==> src/design/sem_pkg.sv <==
// Shared types and constants for the Sobel edge magnitude core.
`default_nettype none

package sem_pkg;

  localparam int PIX_W = 8;
  localparam int ROW_W = 16;
  localparam int COL_OUT_W = 11;
  localparam int FW_W = 12;
  localparam int FH_W = 16;
  localparam int CFG_W = 16;
  localparam int SLOTS = 4;

  localparam logic [FW_W-1:0] FRAME_WIDTH_RESET = 12'd640;
  localparam logic [FH_W-1:0] FRAME_HEIGHT_RESET = 16'd480;

  localparam logic [15:0] LUMA_WEIGHT_RED = 16'd19595;
  localparam logic [15:0] LUMA_WEIGHT_GREEN = 16'd38470;
  localparam logic [15:0] LUMA_WEIGHT_BLUE = 16'd7471;

  localparam logic [PIX_W-1:0] EDGE_MAX = 8'd255;

  typedef enum logic [0:0] {
    REG_FRAME_WIDTH = 1'b0,
    REG_FRAME_HEIGHT = 1'b1
  } reg_index_t;

  typedef enum logic [1:0] {
    SLOT_UP_LEFT = 2'd0,
    SLOT_UP = 2'd1,
    SLOT_LEFT = 2'd2,
    SLOT_HERE = 2'd3
  } slot_t;

  typedef struct packed {
    logic [SLOTS-1:0] mask;
    logic [PIX_W-1:0] edge_value;
    logic [ROW_W-1:0] row_prev;
    logic [ROW_W-1:0] row_cur;
    logic [COL_OUT_W-1:0] col_prev;
    logic [COL_OUT_W-1:0] col_cur;
  } result_set_t;

endpackage

`default_nettype wire

==> src/design/sem_luma.sv <==
// Fixed-point BGR to 8-bit luma conversion.
`default_nettype none

module sem_luma (
  input  wire logic [sem_pkg::PIX_W-1:0] blue,
  input  wire logic [sem_pkg::PIX_W-1:0] green,
  input  wire logic [sem_pkg::PIX_W-1:0] red,
  output logic [sem_pkg::PIX_W-1:0] luma
);

  logic [23:0] weighted_sum;

  always_comb begin
    weighted_sum = 24'(sem_pkg::LUMA_WEIGHT_RED) * 24'(red)
                 + 24'(sem_pkg::LUMA_WEIGHT_GREEN) * 24'(green)
                 + 24'(sem_pkg::LUMA_WEIGHT_BLUE) * 24'(blue);
    luma = weighted_sum[23:16];
  end

endmodule

`default_nettype wire

==> config.mk <==
export PLATFORM = sky130hd
export DESIGN_NAME = sem_luma
export DESIGN_NICKNAME = d
export VERILOG_FILES = /design/src/design/sem_pkg.sv /design/src/design/sem_luma.sv
export SDC_FILE = /design/constraint.sdc
export NUM_CORES = 1
export LEC_CHECK = 0
export ABC_AREA = 1
export BUFFER_PORTS_ARGS = -buffer_cell sky130_fd_sc_hd__clkbuf_2
export CAP_MARGIN = 20
export CORE_ASPECT_RATIO = 2
export CORE_UTILIZATION = 50
export DETAILED_ROUTE_END_ITERATION = 12
export PLACE_DENSITY = 0.78
export SETUP_SLACK_MARGIN = 0.3
export SLEW_MARGIN = 25
export SYNTH_ARGS = -nofsm -noshare
export SYNTH_HDL_FRONTEND = slang
export SYNTH_SLANG_ARGS = --single-unit
==> constraint.sdc <==
create_clock -name vclk -period 19.6
set_clock_uncertainty 0.15 [all_clocks]
set_input_delay 0.98 -clock vclk [all_inputs]
set_output_delay 0.98 -clock vclk [all_outputs]
set_load 0.01 [all_outputs]
==> impl_metrics.json <==
{
  "status": "complete, no violations",
  "rsz0062_at_grt": "false",
  "nets": 1188,
  "drc": 0,
  "avgViaCountPerCell": 5.313,
  "fmax_mhz": 118.4,
  "avgSynthCellArea_um2": 8.025,
  "postCtsHoldBufs": 0,
  "yosysTopAreaCellShare": 0.3439,
  "hold_viol": 0,
  "period_minus_slack_ns": 8.445,
  "post-route-period-util": 0.4309,
  "die_w_um": 84.88,
  "track_usage": 0.2733,
  "start_util": 0.5112,
  "dr_total_vias": 5541,
  "wl_per_cell_um": 17.10,
  "startpoint": "green[6]",
  "cpMostUsedCell": "nand2_1",
  "relSlewSlack": 0.5896,
  "cp.required_ns": 18.47,
  "ctsResizeCount": 0,
  "path_depth": 32,
  "criticalPathCategory": "in -> out",
  "synth.distinct_cells": 33,
  "syn_nets": 1154,
  "drive_gt1_frac": 0.06982,
  "gp_congestion": 0.9517,
  "drt_first_iter_violations": 183,
  "seq_cells": 0,
  "hold_ws_ns": 2.633,
  "tightest_slew_ns": 0.6091,
  "cp_top_family": "adder cells",
  "firstDrtPassIters": 4,
  "diodes": 0,
  "rows": 60,
  "fin_tns_setup_ns": 0,
  "cp-start-kind": "primary input",
  "ioPinCount": 32,
  "yosysSeqAreaShare": 0,
  "maxCapViolations": 0,
  "endpoint": "luma[7]",
  "syn_area_um2": 6869,
  "post_dp_cell_area_um2": 7223,
  "core_area_um2": 13440,
  "finalWirelength_um": 17830,
  "final_max_slew_viol_count": 0,
  "die_y_um": 167.8,
  "n_clock_buffer": 0,
  "arrival_ns": 7.31,
  "grt_pass1_vias": 6388,
  "critPathSlowestCell": "fa_1",
  "cts_setup_buffers": 0,
  "synth_area_leaders": "fa_1 34%, ha_1 28%, inv_1 14%, nand2_1 7.0%, nor2_1 2.6%",
  "setup-violations-final": 0,
  "cpPeakStageDelay_ns": 0.54,
  "die_area_um2": 14240,
  "hpwl_um": 16740,
  "portBuffers": 32,
  "antenna_left": 0,
  "synth_area_leader_cell": "fa_1",
  "worstSetupEndpointType": "output port",
  "grt_max_degree": 9,
  "final_util": 0.5375,
  "final_area_um2": 7223,
  "syn_to_final_growth_pct": 5.155,
  "grt_pass1_wl_um": 29680,
  "crit_buf_inv": 6,
  "worstPathMaxFanout": 7,
  "gr-total-overflow": 0,
  "antenna_found_initial": 0,
  "regArea_um2": 0,
  "hold_path_class": "in -> out",
  "syn_inst": 856,
  "yosysWarnings": 0
}
[worst min path at each step]
stage	startpoint	slack, ns	depth (start not counted)	to
finish	blue[0]	2.63	6	luma[3]
global route	blue[0]	2.71	6	luma[3]
CTS	blue[0]	2.63	6	luma[3]
detailed placement	blue[0]	2.63	6	luma[3]
global placement	blue[0]	2.62	9	luma[4]
floorplan	blue[0]	2.20	4	luma[3]
[cell usage after synthesis, drive strengths merged]
master,instances
a211oi,1
a21boi,1
a21o,3
a21oi,33
a31o,1
and2,1
fa,118
ha,156
inv,261
nand2,139
nand3,34
nand3b,2
nand4,9
nor2,53
nor3,8
o21a,1
o21ai,13
o21bai,6
or2,2
xnor2,5
xor2,9
[placed cells by master (no fill, tap or decap), types with 2 or more instances in the layout]
master    netlist  layout
o21ai_0        10      10
inv_1         259     259
nor2_2          3       3
nand3_1        32      32
a21oi_1        32      32
nand3_2         2       2
fa_1          118     118
nor3_2          3       3
a21o_1          3       3
ha_1          156     156
nor2_4          2       2
inv_2           2       2
nand2_2        10      10
or2_2           2       2
nand2_1       128     128
xor2_1          9       9
nor2_1         48      48
nor3_1          4       4
clkbuf_2        0      32
o21bai_1        5       5
nand4_1         9       9
nand3b_1        2       2
o21ai_1         2       2
xnor2_1         5       5
[through the flow]
| step | worst slack [ns] | cells |
|---|---|---|
| after floorplan | 11.89 | 856 |
| after global placement | 11.26 | 1043 |
| after detailed placement | 11.14 | 1043 |
| after CTS | 11.14 | 1043 |
| after global routing | 10.74 | 1043 |
| final | 11.16 | 1043 |
[layout make-up]
cell class | count | area (um2)
Timing Repair Buffer | 32 | 160.2
Fill cell | 1304 | 6215
Tap cell | 155 | 193.9
Multi-Input combinational cell | 595 | 5889
Inverter | 261 | 979.7
[logic make-up after synthesis]
group / count (synthesis) / synth area share
xor gates and xnor gates: 14 / 0.01785
and+or+nand+nor: 248 / 0.1619
AOI/OAI and AO/OA: 59 / 0.04955
buffers and inverters: 261 / 0.1426
adders and majority gates: 274 / 0.6281
[metal layers]
| metal | share of wire | GRT usage | vias up | wire [um] |
|---|---|---|---|---|
| li1 | - | - | 2659 | - |
| met1 | 0.30 | 0.2354 | 2649 | 5357 |
| met2 | 0.57 | 0.5624 | 144 | 10250 |
| met3 | 0.017 | 0.008871 | 89 | 297 |
| met4 | 0.11 | 0.2093 | 0 | 1931 |
| met5 | 0 | 0 | - | 0 |
Power is left out: the tool's default activity adds up to more than one toggle a clock period on the data nets, which glitch-free logic cannot reach.
