File: config.mk
export PLATFORM = sky130hd
export DESIGN_NAME = sem_drain
export DESIGN_NICKNAME = d
export VERILOG_FILES = /design/src/design/sem_pkg.sv /design/src/design/sem_drain.sv
export SDC_FILE = /design/constraint.sdc
export NUM_CORES = 1
export LEC_CHECK = 0
export BUFFER_PORTS_ARGS = -buffer_cell sky130_fd_sc_hd__buf_4
export CORE_MARGIN = 8
export CORE_UTILIZATION = 30
export DETAILED_ROUTE_END_ITERATION = 12
export PLACE_DENSITY = 0.65
export SLEW_MARGIN = 20
export SYNTH_ARGS = -nofsm -noshare
export SYNTH_HDL_FRONTEND = slang
export SYNTH_SLANG_ARGS = --single-unit
File: constraint.sdc
create_clock -name clk -period 2.1 [get_ports clk]
set_clock_uncertainty 0.1 [all_clocks]
set_input_delay 0.315 -clock clk [delete_from_list [all_inputs] [get_ports clk]]
set_output_delay 0.315 -clock clk [all_outputs]
set_load 0.01 [all_outputs]
File: src/design/sem_pkg.sv
// Shared types and constants for the Sobel edge magnitude core.
`default_nettype none

package sem_pkg;

  localparam int PIX_W = 8;
  localparam int ROW_W = 16;
  localparam int COL_OUT_W = 11;
  localparam int FW_W = 12;
  localparam int FH_W = 16;
  localparam int CFG_W = 16;
  localparam int SLOTS = 4;

  localparam logic [FW_W-1:0] FRAME_WIDTH_RESET = 12'd640;
  localparam logic [FH_W-1:0] FRAME_HEIGHT_RESET = 16'd480;

  localparam logic [15:0] LUMA_WEIGHT_RED = 16'd19595;
  localparam logic [15:0] LUMA_WEIGHT_GREEN = 16'd38470;
  localparam logic [15:0] LUMA_WEIGHT_BLUE = 16'd7471;

  localparam logic [PIX_W-1:0] EDGE_MAX = 8'd255;

  typedef enum logic [0:0] {
    REG_FRAME_WIDTH = 1'b0,
    REG_FRAME_HEIGHT = 1'b1
  } reg_index_t;

  typedef enum logic [1:0] {
    SLOT_UP_LEFT = 2'd0,
    SLOT_UP = 2'd1,
    SLOT_LEFT = 2'd2,
    SLOT_HERE = 2'd3
  } slot_t;

  typedef struct packed {
    logic [SLOTS-1:0] mask;
    logic [PIX_W-1:0] edge_value;
    logic [ROW_W-1:0] row_prev;
    logic [ROW_W-1:0] row_cur;
    logic [COL_OUT_W-1:0] col_prev;
    logic [COL_OUT_W-1:0] col_cur;
  } result_set_t;

endpackage

`default_nettype wire

File: src/design/sem_drain.sv
// Result register that hands out the results of one pixel, one per cycle while result_stall is low.
`default_nettype none

module sem_drain (
  input  wire logic clk,
  input  wire logic rst,
  input  wire logic load,
  input  wire sem_pkg::result_set_t load_set,
  output logic free,
  output logic result_valid,
  input  wire logic result_stall,
  output logic [sem_pkg::PIX_W-1:0] edge_value,
  output logic [sem_pkg::ROW_W-1:0] out_row,
  output logic [sem_pkg::COL_OUT_W-1:0] out_col,
  output logic last
);

  sem_pkg::result_set_t set;
  sem_pkg::slot_t slot;
  logic [sem_pkg::SLOTS-1:0] slot_bit;
  logic [sem_pkg::SLOTS-1:0] remaining;
  logic fire;

  always_comb begin
    if (set.mask[sem_pkg::SLOT_UP_LEFT]) begin
      slot = sem_pkg::SLOT_UP_LEFT;
    end else if (set.mask[sem_pkg::SLOT_UP]) begin
      slot = sem_pkg::SLOT_UP;
    end else if (set.mask[sem_pkg::SLOT_LEFT]) begin
      slot = sem_pkg::SLOT_LEFT;
    end else begin
      slot = sem_pkg::SLOT_HERE;
    end
    slot_bit = sem_pkg::SLOTS'(1) << slot;
    remaining = set.mask & ~slot_bit;
    result_valid = |set.mask;
    last = (remaining == '0);
    fire = result_valid && !result_stall;
    free = !result_valid || (fire && last);
    edge_value = (slot == sem_pkg::SLOT_UP_LEFT) ? set.edge_value : '0;
    case (slot)
      sem_pkg::SLOT_UP_LEFT: begin
        out_row = set.row_prev;
        out_col = set.col_prev;
      end
      sem_pkg::SLOT_UP: begin
        out_row = set.row_prev;
        out_col = set.col_cur;
      end
      sem_pkg::SLOT_LEFT: begin
        out_row = set.row_cur;
        out_col = set.col_prev;
      end
      default: begin
        out_row = set.row_cur;
        out_col = set.col_cur;
      end
    endcase
  end

  always_ff @(posedge clk) begin
    if (rst) begin
      set.mask <= '0;
    end else if (load) begin
      set.mask <= load_set.mask;
    end else if (fire) begin
      set.mask <= remaining;
    end
    if (load) begin
      set.edge_value <= load_set.edge_value;
      set.row_prev <= load_set.row_prev;
      set.row_cur <= load_set.row_cur;
      set.col_prev <= load_set.col_prev;
      set.col_cur <= load_set.col_cur;
    end
  end

endmodule

`default_nettype wire

==> flow_summary.json <==
{
  "status": "finished, final reports clean",
  "via_per_inst": 4.38,
  "synth.most_common_cell": "edfxtp_1",
  "tightest_slew_ns": 0.382,
  "vdd_ir_drop_max_uv": 551,
  "ys_top_cells_by_count": "edfxtp_1 (62), mux2_2 (22), and2_1 (8)",
  "clk-insertion-delay-late_ns": 0.33,
  "place.port_buffers": 107,
  "grt_max_degree": 39,
  "drc": 0,
  "reg.largest.list": "set x66",
  "ys_top_cells_by_area": "edfxtp_1 (74%), mux2_2 (9.8%), dfxtp_1 (3.2%)",
  "cts_buffer_depth": 2,
  "ios": 108,
  "maxCapViolations": 0,
  "syn_nets": 205,
  "critPathKind": "flop to primary output",
  "fp.dieArea_um2": 11600,
  "die_height_um": 108,
  "synth_top_area_share_pct": 73.9,
  "dp.cells": 344,
  "finalCriticalPeriod_ns": 2.02,
  "final_net_count": 326,
  "row_count": 33,
  "synthFlopType": "edfxtp_1",
  "largest_register": "set",
  "yosys_warnings": 0,
  "cts_hold_buf": 0,
  "maxSlewViolCount": 0,
  "start_util_pct": 30.8,
  "slew_headroom_pct": 74.2,
  "drt_iter0_markers": 45,
  "overflow": 0,
  "ys_types": 24,
  "vias": 1603,
  "drtAntennaViolNets": 0,
  "clockRootBuffer": "clkbuf_8",
  "hold_class": "primary input to flop",
  "numCtsBuffers": 9,
  "worstPathArrival_ns": 1.61,
  "gp_congestion": 0.668,
  "synth.avg_cell_area_um2": 18.7,
  "crit_path_end_kind": "primary output",
  "wl_um": 5750,
  "grt_first_pass_wirelength_um": 8450,
  "first_global_vias": 1755,
  "fmax_mhz": 495,
  "synth_async_sr_flop_share_pct": 0,
  "fin_ws_ns": 0.0789,
  "path_max_fanout": 6,
  "fin_util_pct": 46.3,
  "stdcell_count": 366,
  "p_leak_nw": 1.54,
  "antenna_found_initial": 0,
  "drive_above_1_share_pct": 61.7,
  "synth_edf_count": 62,
  "place_ws_ns": 0.209,
  "cts_tree": "yes",
  "finalCritPeriodShare_pct": 96.2,
  "grt_usage_pct": 9.72,
  "path_clk_slew_ns": 0.08,
  "die_w_um": 108,
  "whs_ns": 0.0533,
  "largest_register_ffs": 66,
  "syn-instance-count": 135,
  "synth_top_area_cell": "edfxtp_1",
  "yosysSeqAreaShare_pct": 77.1,
  "wire_per_inst_um": 15.7,
  "cp.required_ns": 1.68,
  "clock-sinks": 66,
  "power.density_nw_per_um2": 895,
  "syn_area_um2": 2520,
  "setup_viol": 0,
  "finalSetupTns_ns": 0,
  "rsz0062_at_grt": "false",
  "area_growth_pct": 50.1,
  "worstSetupStartpointType": "flop",
  "hold_viol_final": 0,
  "coreArea_um2": 8180,
  "antenna_cells": 0,
  "drtPass1Iterations": 4,
  "h-tree-depth": 3,
  "synth_seq_cells": 66
}
[final timing paths]
path                  to  cells past startpoint  slack (ns)        start
max reg2reg      set[65]                      3        0.79      set[62]
min reg2reg      set[65]                      2        0.40      set[65]
max          out_row[14]                      5        0.08      set[63]
min               set[3]                      1        0.05  load_set[3]
[cells by family (layout without fill, tap and decap cells)]
family / count (synthesis) / in the layout / share of synthesized area [%]
compound gates: 10 / 10 / 2.63
mux: 27 / 27 / 12.1
flops: 66 / 66 / 77.1
simple gates: 23 / 23 / 5.66
fa+ha+maj: 1 / 1 / 0.397
buf+inv: 8 / 134 / 2.18
[worst max-delay path: stages (launching register included)]
cell     delay [ns]
dfxtp_4        0.36
buf_4          0.15
nor2_8         0.11
buf_4          0.17
mux2_2         0.34
buf_4          0.14
[metrics by stage]
step / instance area, µm² / power [W]
global placement: 3440 / 0.00200
finish: 3780 / 0.00338
CTS: 3740 / 0.00344
global route: 3780 / 0.00353
detailed placement: 3440 / 0.00202
floorplan: 2520 / 0.00176
[metal layers]
metal	global-route usage, %	vias to the layer above	part of all wire (%)	routed length (µm)
met2	16.7	72	53	3070
li1	-	757	-	-
met4	6.05	0	1.8	103
met1	9.45	762	37	2110
met3	4.19	12	8.0	462
met5	0	-	0	0
[where the power goes]
part	internal (W)	total (W)	switching [W]	leakage, nW
logic	0.000254	0.000419	0.000165	0.768
clock network	0.000909	0.00139	0.000478	0.131
registers	0.00155	0.00158	0.0000305	0.641
[layout make-up]
cell class / count / area [µm²]
multi-input combinational: 61 / 531
timing repair buffer: 116 / 900
fill: 744 / 4390
tap: 105 / 131
inverter: 2 / 7.51
sequential: 66 / 1950
clock buffer: 9 / 124
clock inverter: 7 / 141
[repair_timing]
item	4_1_cts	5_1_grt
setup buffers	2	3
endpoints found under the hold margin	0	0
cloned	0	1
resized for setup	2	6
pin swaps	1	0
setup endpoints to repair	28	12
[layout by cell type (no fill, tap or decap), drive strengths merged]
cell type,instances
a211oi,1
a21oi,4
and2,8
buf,116
bufinv,4
clkbuf,9
clkinv,3
dfxtp,4
edfxtp,62
inv,2
maj3,1
mux2,27
nand2,6
nand3,2
nor2,3
nor3,2
o21a,1
o21ai,3
o311ai,1
or3,1
or4,1
Power figures use the tool's default switching activity.
